`config.mk`:
```
export PLATFORM = sky130hd
export DESIGN_NAME = midi_note_delay_queue_unit_flat
export DESIGN_NICKNAME = d
export VERILOG_FILES = /design/src/rtl/mndq_pkg.sv /design/src/rtl/mndq_ifs.sv /design/src/rtl/mndq_store.sv /design/src/rtl/midi_note_delay_queue_unit.sv /design/src/flat_wrapper.sv
export SDC_FILE = /design/constraint.sdc
export NUM_CORES = 2
export LEC_CHECK = 0
export ABC_AREA = 0
export BUFFER_PORTS_ARGS = -buffer_cell sky130_fd_sc_hd__buf_2
export CAP_MARGIN = 20
export CORE_ASPECT_RATIO = 1.2
export CORE_UTILIZATION = 47
export CTS_CLUSTER_SIZE = 20
export DETAILED_ROUTE_END_ITERATION = 10
export GPL_TIMING_DRIVEN = 0
export PLACE_DENSITY = 0.62
export SETUP_SLACK_MARGIN = 0.1
export SKIP_CTS_REPAIR_TIMING = 1
export SKIP_LAST_GASP = 1
export SLEW_MARGIN = 20
export SYNTH_ARGS = -nofsm -noshare
export SYNTH_HDL_FRONTEND = slang
export SYNTH_SLANG_ARGS = --single-unit
```
`constraint.sdc`:
```
create_clock -name clk_i -period 7.5 [get_ports clk_i]
set_clock_uncertainty 0.2 [all_clocks]
set_input_delay 1.5 -clock clk_i [delete_from_list [all_inputs] [get_ports clk_i]]
set_output_delay 1.5 -clock clk_i [all_outputs]
set_load 0.05 [all_outputs]
```
`src/rtl/mndq_pkg.sv`:
```
`timescale 1ns / 1ps
// Package for the MIDI note delay queue: request and result types,
// opcode and register codes, sequencer states and register limits.
// No dependencies.
package mndq_pkg;

  localparam int unsigned PADDR_W = 4;
  localparam int unsigned PDATA_W = 32;

  typedef enum logic [1:0] {
    OP_NOTE_ON  = 2'd0,
    OP_NOTE_OFF = 2'd1,
    OP_TICK     = 2'd2
  } opcode_e;

  typedef enum logic [1:0] {
    REG_DELAY     = 2'd0,
    REG_TRANSPOSE = 2'd1,
    REG_VELOCITY  = 2'd2
  } reg_addr_e;

  localparam logic signed [5:0] TRANSPOSE_MIN  = -6'sd24;
  localparam logic signed [5:0] TRANSPOSE_MAX  = 6'sd24;
  localparam logic [9:0]        VELOCITY_MAX   = 10'd1000;
  localparam logic [9:0]        VELOCITY_RESET = 10'd500;

  typedef struct packed {
    logic [1:0]  opcode;
    logic [6:0]  note_in;
    logic [11:0] offset_ahead;
  } in_item_t;

  typedef struct packed {
    logic       event_kind;
    logic [7:0] note_out;
    logic [9:0] velocity_out;
    logic       last;
  } out_item_t;

  typedef enum logic [3:0] {
    ST_IDLE,
    ST_INS_SUM,
    ST_INS_WR,
    ST_SCAN_RD,
    ST_SCAN_EV,
    ST_FLUSH,
    ST_PACK_RD,
    ST_PACK_WR,
    ST_ADVANCE
  } state_e;

endpackage

```
`src/rtl/mndq_ifs.sv`:
```
`timescale 1ns / 1ps
// Request and result channel interfaces of the note delay queue.
// Depends on mndq_pkg for the payload types.
interface mndq_in_if;
  import mndq_pkg::*;
  logic     valid;
  logic     ready;
  in_item_t data;
  modport source (output valid, output data, input ready);
  modport sink (input valid, input data, output ready);
endinterface

interface mndq_out_if;
  import mndq_pkg::*;
  logic      valid;
  logic      ready;
  out_item_t data;
  modport source (output valid, output data, input ready);
  modport sink (input valid, input data, output ready);
endinterface

```
`src/rtl/mndq_store.sv`:
```
`timescale 1ns / 1ps
// Entry store of the note delay queue: one write port, one read port
// with registered read data. No package dependency.
module mndq_store #(
  parameter int unsigned QUEUE_DEPTH = 32,
  parameter int unsigned TIME_BITS   = 32,
  localparam int unsigned IDX_W      = $clog2(QUEUE_DEPTH)
) (
  input  logic                 clk_i,
  input  logic                 we_i,
  input  logic [IDX_W-1:0]     waddr_i,
  input  logic [TIME_BITS-1:0] wdue_i,
  input  logic [8:0]           wnote_i,
  input  logic                 wkind_i,
  input  logic [IDX_W-1:0]     raddr_i,
  output logic [TIME_BITS-1:0] rdue_o,
  output logic [8:0]           rnote_o,
  output logic                 rkind_o
);

  logic [TIME_BITS-1:0] due_mem  [QUEUE_DEPTH];
  logic [8:0]           note_mem [QUEUE_DEPTH];
  logic                 kind_mem [QUEUE_DEPTH];

  always_ff @(posedge clk_i) begin
    if (we_i) begin
      due_mem[waddr_i]  <= wdue_i;
      note_mem[waddr_i] <= wnote_i;
      kind_mem[waddr_i] <= wkind_i;
    end
  end

  always_ff @(posedge clk_i) begin
    rdue_o  <= due_mem[raddr_i];
    rnote_o <= note_mem[raddr_i];
    rkind_o <= kind_mem[raddr_i];
  end

endmodule

```
`src/rtl/midi_note_delay_queue_unit.sv`:
```
`timescale 1ns / 1ps
// MIDI note delay queue: sequencer, shared time adder and APB registers.
// Depends on mndq_pkg, mndq_ifs and mndq_store.
//
// Usage:
//   req_i carries requests: note on, note off or a one-sample tick. A note
//   request is transposed and queued with due time count + offset + delay;
//   when the queue is full it is dropped. A tick emits every due entry on
//   rsp_o, newest first, last set on the final one, then packs the queue
//   and advances the sample count. Entries with a note of zero or below
//   leave silently.
//   req_i.ready is high only while the sequencer is idle. A note request
//   passes through ST_INS_SUM and ST_INS_WR; a tick scans each queued
//   entry, then packs the kept ones: every entry goes through the single
//   read port of the store and the one shared adder.
//   rsp_o has one output register behind a one-entry hold; a stalled
//   receiver holds the scan at the next due entry once both are full.
//   Registers (APB, byte address 4*i): delay, transpose (saturated to
//   +/-24), velocity (saturated to 1000). pready is tied high.
//   Reset (rst_ni low, asynchronous) empties the queue, clears the sample
//   count and restores register defaults; no clearing pass is needed.
module midi_note_delay_queue_unit #(
  parameter int unsigned QUEUE_DEPTH = 32,
  parameter int unsigned TIME_BITS   = 32
) (
  input  logic                          clk_i,
  input  logic                          rst_ni,
  mndq_in_if.sink                       req_i,
  mndq_out_if.source                    rsp_o,
  input  logic                          psel,
  input  logic                          penable,
  input  logic                          pwrite,
  input  logic [mndq_pkg::PADDR_W-1:0]  paddr,
  input  logic [mndq_pkg::PDATA_W-1:0]  pwdata,
  output logic [mndq_pkg::PDATA_W-1:0]  prdata,
  output logic                          pready
);

  import mndq_pkg::*;

  localparam int unsigned OCC_W = $clog2(QUEUE_DEPTH + 1);
  localparam int unsigned IDX_W = $clog2(QUEUE_DEPTH);

  // configuration registers
  logic [20:0]       delay_q;
  logic signed [5:0] trn_q;
  logic [9:0]        vel_q;
  logic              cfg_we;
  logic [1:0]        reg_idx;
  logic signed [5:0] trn_wr;
  logic [9:0]        vel_wr;

  assign pready  = 1'b1;
  assign cfg_we  = psel && penable && pwrite;
  assign reg_idx = paddr[3:2];
  assign trn_wr  = pwdata[5:0];
  assign vel_wr  = pwdata[9:0];

  always_ff @(posedge clk_i or negedge rst_ni) begin
    if (!rst_ni) begin
      delay_q <= '0;
      trn_q   <= '0;
      vel_q   <= VELOCITY_RESET;
    end else if (cfg_we) begin
      case (reg_addr_e'(reg_idx))
        REG_DELAY: begin
          delay_q <= pwdata[20:0];
        end
        REG_TRANSPOSE: begin
          if (trn_wr < TRANSPOSE_MIN) begin
            trn_q <= TRANSPOSE_MIN;
          end else if (trn_wr > TRANSPOSE_MAX) begin
            trn_q <= TRANSPOSE_MAX;
          end else begin
            trn_q <= trn_wr;
          end
        end
        REG_VELOCITY: begin
          vel_q <= (vel_wr > VELOCITY_MAX) ? VELOCITY_MAX : vel_wr;
        end
        default: begin
        end
      endcase
    end
  end

  always_comb begin
    case (reg_addr_e'(reg_idx))
      REG_DELAY:     prdata = {11'd0, delay_q};
      REG_TRANSPOSE: prdata = {{26{trn_q[5]}}, trn_q};
      REG_VELOCITY:  prdata = {22'd0, vel_q};
      default:       prdata = '0;
    endcase
  end

  // sequencer state
  state_e               state_q, state_d;
  logic [TIME_BITS-1:0] count_q, count_d;
  logic [TIME_BITS-1:0] acc_q, acc_d;
  logic [OCC_W-1:0]     occ_q, occ_d;
  logic [OCC_W-1:0]     sc_q, sc_d;
  logic [OCC_W-1:0]     rc_q, rc_d;
  logic [OCC_W-1:0]     wc_q, wc_d;
  logic [QUEUE_DEPTH-1:0] keep_q, keep_d;
  logic [6:0]           note_q, note_d;
  logic                 kind_q, kind_d;
  logic [11:0]          ahead_q, ahead_d;
  logic                 hold_v_q, hold_v_d;
  logic                 hold_kind_q, hold_kind_d;
  logic [7:0]           hold_note_q, hold_note_d;
  logic                 out_v_q, out_v_d;
  logic                 out_kind_q, out_kind_d;
  logic [7:0]           out_note_q, out_note_d;
  logic                 out_last_q, out_last_d;

  // shared adder
  logic [TIME_BITS-1:0] alu_a, alu_b, alu_sum;
  logic                 alu_cin;
  assign alu_sum = alu_a + alu_b + TIME_BITS'(alu_cin);

  // store ports
  logic                 st_we;
  logic [IDX_W-1:0]     st_waddr, st_raddr;
  logic [TIME_BITS-1:0] st_wdue, st_rdue;
  logic [8:0]           st_wnote, st_rnote;
  logic                 st_wkind, st_rkind;

  logic [OCC_W-1:0]     sc_m1;
  logic [IDX_W-1:0]     scan_idx;
  logic                 out_free;
  logic                 is_due;
  logic                 emit;

  mndq_store #(
    .QUEUE_DEPTH (QUEUE_DEPTH),
    .TIME_BITS   (TIME_BITS)
  ) u_store (
    .clk_i   (clk_i),
    .we_i    (st_we),
    .waddr_i (st_waddr),
    .wdue_i  (st_wdue),
    .wnote_i (st_wnote),
    .wkind_i (st_wkind),
    .raddr_i (st_raddr),
    .rdue_o  (st_rdue),
    .rnote_o (st_rnote),
    .rkind_o (st_rkind)
  );

  assign sc_m1    = sc_q - OCC_W'(1);
  assign scan_idx = sc_m1[IDX_W-1:0];
  assign out_free = !out_v_q || rsp_o.ready;
  // due when count - due has its top bit clear (wrap-aware)
  assign is_due   = !alu_sum[TIME_BITS-1];
  assign emit     = is_due && !st_rnote[8] && (|st_rnote[7:0]);

  assign req_i.ready             = (state_q == ST_IDLE);
  assign rsp_o.valid             = out_v_q;
  assign rsp_o.data.event_kind   = out_kind_q;
  assign rsp_o.data.note_out     = out_note_q;
  assign rsp_o.data.velocity_out = vel_q;
  assign rsp_o.data.last         = out_last_q;

  always_comb begin
    state_d     = state_q;
    count_d     = count_q;
    acc_d       = acc_q;
    occ_d       = occ_q;
    sc_d        = sc_q;
    rc_d        = rc_q;
    wc_d        = wc_q;
    keep_d      = keep_q;
    note_d      = note_q;
    kind_d      = kind_q;
    ahead_d     = ahead_q;
    hold_v_d    = hold_v_q;
    hold_kind_d = hold_kind_q;
    hold_note_d = hold_note_q;
    out_v_d     = out_v_q && !rsp_o.ready;
    out_kind_d  = out_kind_q;
    out_note_d  = out_note_q;
    out_last_d  = out_last_q;

    alu_a    = count_q;
    alu_b    = TIME_BITS'(ahead_q);
    alu_cin  = 1'b0;
    st_we    = 1'b0;
    st_waddr = occ_q[IDX_W-1:0];
    st_wdue  = alu_sum;
    st_wnote = {2'b00, note_q} + {{3{trn_q[5]}}, trn_q};
    st_wkind = kind_q;
    st_raddr = scan_idx;

    case (state_q)
      ST_IDLE: begin
        if (req_i.valid) begin
          note_d  = req_i.data.note_in;
          ahead_d = req_i.data.offset_ahead;
          case (opcode_e'(req_i.data.opcode))
            OP_NOTE_ON, OP_NOTE_OFF: begin
              kind_d = req_i.data.opcode[0];
              if (occ_q != OCC_W'(QUEUE_DEPTH)) begin
                state_d = ST_INS_SUM;
              end
            end
            OP_TICK: begin
              sc_d    = occ_q;
              state_d = ST_SCAN_RD;
            end
            default: begin
            end
          endcase
        end
      end

      ST_INS_SUM: begin
        acc_d   = alu_sum;
        state_d = ST_INS_WR;
      end

      ST_INS_WR: begin
        alu_a   = acc_q;
        alu_b   = TIME_BITS'(delay_q);
        st_we   = 1'b1;
        occ_d   = occ_q + OCC_W'(1);
        state_d = ST_IDLE;
      end

      ST_SCAN_RD: begin
        if (sc_q == '0) begin
          state_d = ST_FLUSH;
        end else begin
          state_d = ST_SCAN_EV;
        end
      end

      ST_SCAN_EV: begin
        alu_b   = ~st_rdue;
        alu_cin = 1'b1;
        if (emit && hold_v_q && !out_free) begin
          // wait for the output register
          state_d = ST_SCAN_EV;
        end else begin
          keep_d[scan_idx] = !is_due;
          if (emit) begin
            if (hold_v_q) begin
              out_v_d    = 1'b1;
              out_kind_d = hold_kind_q;
              out_note_d = hold_note_q;
              out_last_d = 1'b0;
            end
            hold_v_d    = 1'b1;
            hold_kind_d = st_rkind;
            hold_note_d = st_rnote[7:0];
          end
          sc_d    = sc_m1;
          state_d = ST_SCAN_RD;
        end
      end

      ST_FLUSH: begin
        if (!hold_v_q || out_free) begin
          if (hold_v_q) begin
            out_v_d    = 1'b1;
            out_kind_d = hold_kind_q;
            out_note_d = hold_note_q;
            out_last_d = 1'b1;
            hold_v_d   = 1'b0;
          end
          rc_d    = '0;
          wc_d    = '0;
          state_d = ST_PACK_RD;
        end
      end

      ST_PACK_RD: begin
        st_raddr = rc_q[IDX_W-1:0];
        if (rc_q == occ_q) begin
          occ_d   = wc_q;
          state_d = ST_ADVANCE;
        end else if (keep_q[rc_q[IDX_W-1:0]]) begin
          state_d = ST_PACK_WR;
        end else begin
          rc_d = rc_q + OCC_W'(1);
        end
      end

      ST_PACK_WR: begin
        st_raddr = rc_q[IDX_W-1:0];
        st_we    = 1'b1;
        st_waddr = wc_q[IDX_W-1:0];
        st_wdue  = st_rdue;
        st_wnote = st_rnote;
        st_wkind = st_rkind;
        wc_d     = wc_q + OCC_W'(1);
        rc_d     = rc_q + OCC_W'(1);
        state_d  = ST_PACK_RD;
      end

      ST_ADVANCE: begin
        alu_b   = '0;
        alu_cin = 1'b1;
        count_d = alu_sum;
        state_d = ST_IDLE;
      end

      default: begin
        state_d = ST_IDLE;
      end
    endcase
  end

  always_ff @(posedge clk_i or negedge rst_ni) begin
    if (!rst_ni) begin
      state_q  <= ST_IDLE;
      count_q  <= '0;
      occ_q    <= '0;
      sc_q     <= '0;
      rc_q     <= '0;
      wc_q     <= '0;
      keep_q   <= '0;
      hold_v_q <= 1'b0;
      out_v_q  <= 1'b0;
    end else begin
      state_q  <= state_d;
      count_q  <= count_d;
      occ_q    <= occ_d;
      sc_q     <= sc_d;
      rc_q     <= rc_d;
      wc_q     <= wc_d;
      keep_q   <= keep_d;
      hold_v_q <= hold_v_d;
      out_v_q  <= out_v_d;
    end
  end

  always_ff @(posedge clk_i) begin
    acc_q       <= acc_d;
    note_q      <= note_d;
    kind_q      <= kind_d;
    ahead_q     <= ahead_d;
    hold_kind_q <= hold_kind_d;
    hold_note_q <= hold_note_d;
    out_kind_q  <= out_kind_d;
    out_note_q  <= out_note_d;
    out_last_q  <= out_last_d;
  end

endmodule

```
`src/flat_wrapper.sv`:
```
// flat-port wrapper written by rule: the top's interface ports become plain ports
module midi_note_delay_queue_unit_flat import mndq_pkg::*;
#(
  parameter int unsigned QUEUE_DEPTH = 32,
  parameter int unsigned TIME_BITS   = 32
)
  (clk_i, rst_ni, psel, penable, pwrite, paddr, pwdata, prdata, pready, req_i_valid, req_i_data, req_i_ready, rsp_o_valid, rsp_o_data, rsp_o_ready);
  mndq_in_if req_i_i ();
  mndq_out_if rsp_o_i ();
  input  logic clk_i;
  input  logic rst_ni;
  input  logic psel;
  input  logic penable;
  input  logic pwrite;
  input  logic [mndq_pkg::PADDR_W-1:0] paddr;
  input  logic [mndq_pkg::PDATA_W-1:0] pwdata;
  output logic [mndq_pkg::PDATA_W-1:0] prdata;
  output logic pready;
  input wire logic [$bits(req_i_i.valid)-1:0] req_i_valid;
  input wire logic [$bits(req_i_i.data)-1:0] req_i_data;
  output wire logic [$bits(req_i_i.ready)-1:0] req_i_ready;
  output wire logic [$bits(rsp_o_i.valid)-1:0] rsp_o_valid;
  output wire logic [$bits(rsp_o_i.data)-1:0] rsp_o_data;
  input wire logic [$bits(rsp_o_i.ready)-1:0] rsp_o_ready;
  assign req_i_i.valid = req_i_valid;
  assign req_i_i.data = req_i_data;
  assign req_i_ready = req_i_i.ready;
  assign rsp_o_valid = rsp_o_i.valid;
  assign rsp_o_data = rsp_o_i.data;
  assign rsp_o_i.ready = rsp_o_ready;
  midi_note_delay_queue_unit #(.QUEUE_DEPTH(QUEUE_DEPTH), .TIME_BITS(TIME_BITS)) u_core (.clk_i(clk_i), .rst_ni(rst_ni), .req_i(req_i_i), .rsp_o(rsp_o_i), .psel(psel), .penable(penable), .pwrite(pwrite), .paddr(paddr), .pwdata(pwdata), .prdata(prdata), .pready(pready));
endmodule
```
==> reports/metrics.cfg <==
[run_status]
run_status = complete, no violations

[yosys]
synth_ff_type = edfxtp_1
yosys_register_bits = 1588
synth-compound-area-share = 0.0875
synthMuxAreaShare = 0.0171
synth_top_family_by_area = simple AND/OR/NAND/NOR gates
synth-edff-count = 1415
synth_adder_area_share = 0.00983
yosys.area_share.simple = 0.146
netlist_area_sq_um = 65900
async_reset_ff_frac = 0.0825
synth_warnings = 0
avgSynthCellArea_sq_um = 12.5
yosysUniqueCellTypes = 66
yosysSeqAreaShare = 0.707
synth-xor-area-share = 0.00638
synth_nets = 5401
netlist_instances = 5287

[floorplan]
dieArea_sq_um = 142000
row_count = 150
ios = 119
die_w_um = 344
die_y_um = 412
initial_core_util = 0.473
fp.coreArea_sq_um = 139000

[clock_network]
clk_latency_ns = 0.82
numClockSinks = 1588
clockBufferDepth = 3
cts_tree = built
root_buffer = clkbuf_16
htree_levels = 4
clk_pin_slew_ns = 0.06
cts_buffers = 159

[critical_path]
ff2ff_setup_slack_ns = 0.79
startpoint_type = register
crit-reg2reg-capture = u_core.u_store.due_mem[29][30]$_DFFE_PP_
critPathMaxFanout = 24
r2r-start = u_core.state_q[2]$_DFFE_PN0P_
cp-end-kind = register
reg2reg_depth = 19
cp.arrival_ns = 7.15
cp_data_required_time_ns = 7.94
worstSetupPathType = reg -> reg

[finish]
n_fill_cell = 11384
fin_nets = 5773
syn_to_final_growth_pct = 16.9
drive_above_1_share = 0.113
multiInputGateArea_sq_um = 18400
final-instance-count-excl-fill = 7620
utilization = 0.553
regArea_sq_um = 46600
fin_area_sq_um = 77000

[global_routing]
grt_max_degree = 87
grt_pass1_wl_um = 292000
grt_pass1_vias = 44853
grt_util_met1 = 0.346
overflow = 0
grt_antenna_before_repair = 10
use_met3 = 0.0489
top_usage_layer = met2
grt_use_total = 0.283
met2_usage = 0.487

[sta]
slew_violations = 0
slew_headroom = 0.203
setup_viol = 0
tightestPinTransition_ns = 1.20
min_period_ns = 6.71
finalHoldViolations = 0
rsz0062_at_grt = no
holdWs_ns = 0.218
fmax_mhz = 149
fin_crit_sh = 0.894

[drt]
route.final.wire_length_um = 201000
drt-initial-drc-count = 4787
ant_nets = 0
vias = 45417
drt-wirelength-per-cell_um = 26.4
drc = 0
via_per_inst = 5.96
first_pass_iters = 6

[place]
port_buffers = 103
placed_cells = 7321
hpwl_um = 143000
place_area_sq_um = 71900
gp_congestion = 0.935

[flow_run]
cap_violations = 0

[worst_hold_path]
min_from = u_core.hold_note_q[1]$_DFFE_PP_
holdPathStages = 0
hold_class = reg -> reg
worstHoldEndpoint = u_core.out_note_q[1]$_DFFE_PP_

## how the worst max path moves through the flow
stage	startpoint	end	slack (ns)
4_1_cts	u_core.state_q[2]$_DFFE_PN0P_	u_core.out_note_q[0]$_DFFE_PP_	0.80
2_1_floorplan	u_core.state_q[2]$_DFFE_PN0P_	u_core.u_store.due_mem[0][30]$_DFFE_PP_	1.43
6_report	u_core.state_q[2]$_DFFE_PN0P_	u_core.u_store.due_mem[29][30]$_DFFE_PP_	0.79
3_3_place_gp	u_core.state_q[2]$_DFFE_PN0P_	u_core.u_store.due_mem[22][18]$_DFFE_PP_	-3.35
5_1_grt	u_core.state_q[2]$_DFFE_PN0P_	u_core.u_store.due_mem[31][30]$_DFFE_PP_	0.48
3_5_place_dp	u_core.state_q[2]$_DFFE_PN0P_	u_core.out_note_q[5]$_DFFE_PP_	0.82
## critical path, stage by stage (launching register included)
cell and delay, ns:
dfrtp_1 0.35, buf_2 0.17, nor2_1 0.23, and3_1 0.19, clkbuf_1 0.28, clkbuf_1 0.58, clkbuf_1 0.47, mux2i_1 0.30
fa_1 0.25, inv_1 0.07, fa_1 0.46, a21o_1 0.20, a221oi_1 0.78, o31a_1 0.27, or3_1 0.23, a21oi_1 0.10
o21ai_0 0.28, a21boi_0 0.26, o31ai_4 0.56, buf_6 0.29
## metal layers
metal	vias up	routed length [um]
met4	6	9480
li1	20234	-
met1	22515	74900
met5	-	40
met2	2168	100000
met3	494	16200
## registers in the layout, indices dropped and copies added, names as in the netlist, 10 cells and up
signal and count:
u_core.acc_q 32, u_core.ahead_q 12, u_core.count_q 32, u_core.delay_q 21, u_core.keep_q 32, u_core.u_store.due_mem 1024
u_core.u_store.kind_mem 32, u_core.u_store.note_mem 288, u_core.u_store.rdue_o 32, u_core.vel_q 10
## cells in the mapped netlist, types with 8 or more instances
library cell / instances / area [sq um]
mux2_2: 62 / 698
dfxtp_1: 42 / 841
buf_1: 36 / 135
xnor2_1: 21 / 184
mux4_2: 10 / 225
nand4_1: 13 / 81.3
nand2_1: 1517 / 5690
nor2_1: 104 / 390
edfxtp_1: 1415 / 42500
nand2b_1: 18 / 113
a221o_1: 11 / 110
ha_1: 47 / 588
buf_4: 13 / 97.6
a21oi_1: 113 / 566
nand3_1: 369 / 1850
a211oi_1: 48 / 360
buf_2: 25 / 125
nor4_1: 9 / 56.3
xor2_1: 27 / 236
inv_1: 56 / 210
a31oi_1: 91 / 569
o31ai_1: 37 / 278
clkbuf_1: 296 / 1110
o21ai_0: 153 / 766
and3_1: 177 / 1110
mux2i_1: 19 / 190
o21a_1: 8 / 60.1
dfrtp_1: 125 / 3130
a21o_1: 61 / 458
nor3_1: 16 / 80.1
nor2b_1: 8 / 50.1
a311oi_1: 255 / 2230
## final cells by class
cell class	instances	share of cell area
Clock inverter	81	0.00976
Tap cell	1824	0.0296
Timing Repair Buffer	211	0.0389
Sequential cell	1588	0.605
Multi-Input combinational cell	3272	0.238
Buffer	371	0.0195
Clock buffer	212	0.0558
Inverter	56	0.00273
Antenna cell	5	0.000162
## stage by stage
step	setup slack (ns)	TNS [ns]
after CTS	0.799	0
after floorplan	1.43	0
after global routing	0.482	0
final	0.792	0
after detailed placement	0.817	0
after global placement	-3.35	-1639.22
## cells by family (layout without fill, tap and decap cells)
logic type | Yosys count | count (layout)
AOI/OAI and AO/OA | 821 | 821
xor gates and xnor gates | 48 | 48
adders and majority gates | 50 | 50
buffers and inverters | 427 | 931
DFF | 1588 | 1588
muxes | 92 | 92
other | 1 | 6
and+or+nand+nor | 2260 | 2260
## layout by cell type, fill, tap and decap left out, drive strengths merged, types with 8 or more instances in the layout
master / count
clkinv: 66
and3: 177
mux2i: 20
mux2: 62
buf: 286
dfrtp: 125
nand2: 1517
nor3: 17
clkbuf: 508
nor2: 104
nand4: 13
xnor2: 21
xor2: 27
o21a: 8
a311oi: 255
nand2b: 18
edfxtp: 1415
a211oi: 49
nor4: 9
o21ai: 155
dfxtp: 42
ha: 47
nor2b: 8
mux4: 10
a221o: 11
a21oi: 113
a31oi: 91
nand3: 369
o31ai: 37
a21o: 61
inv: 62
Power is left out: the tool's default activity adds up to more than one toggle a clock period on the data nets, which glitch-free logic cannot reach.
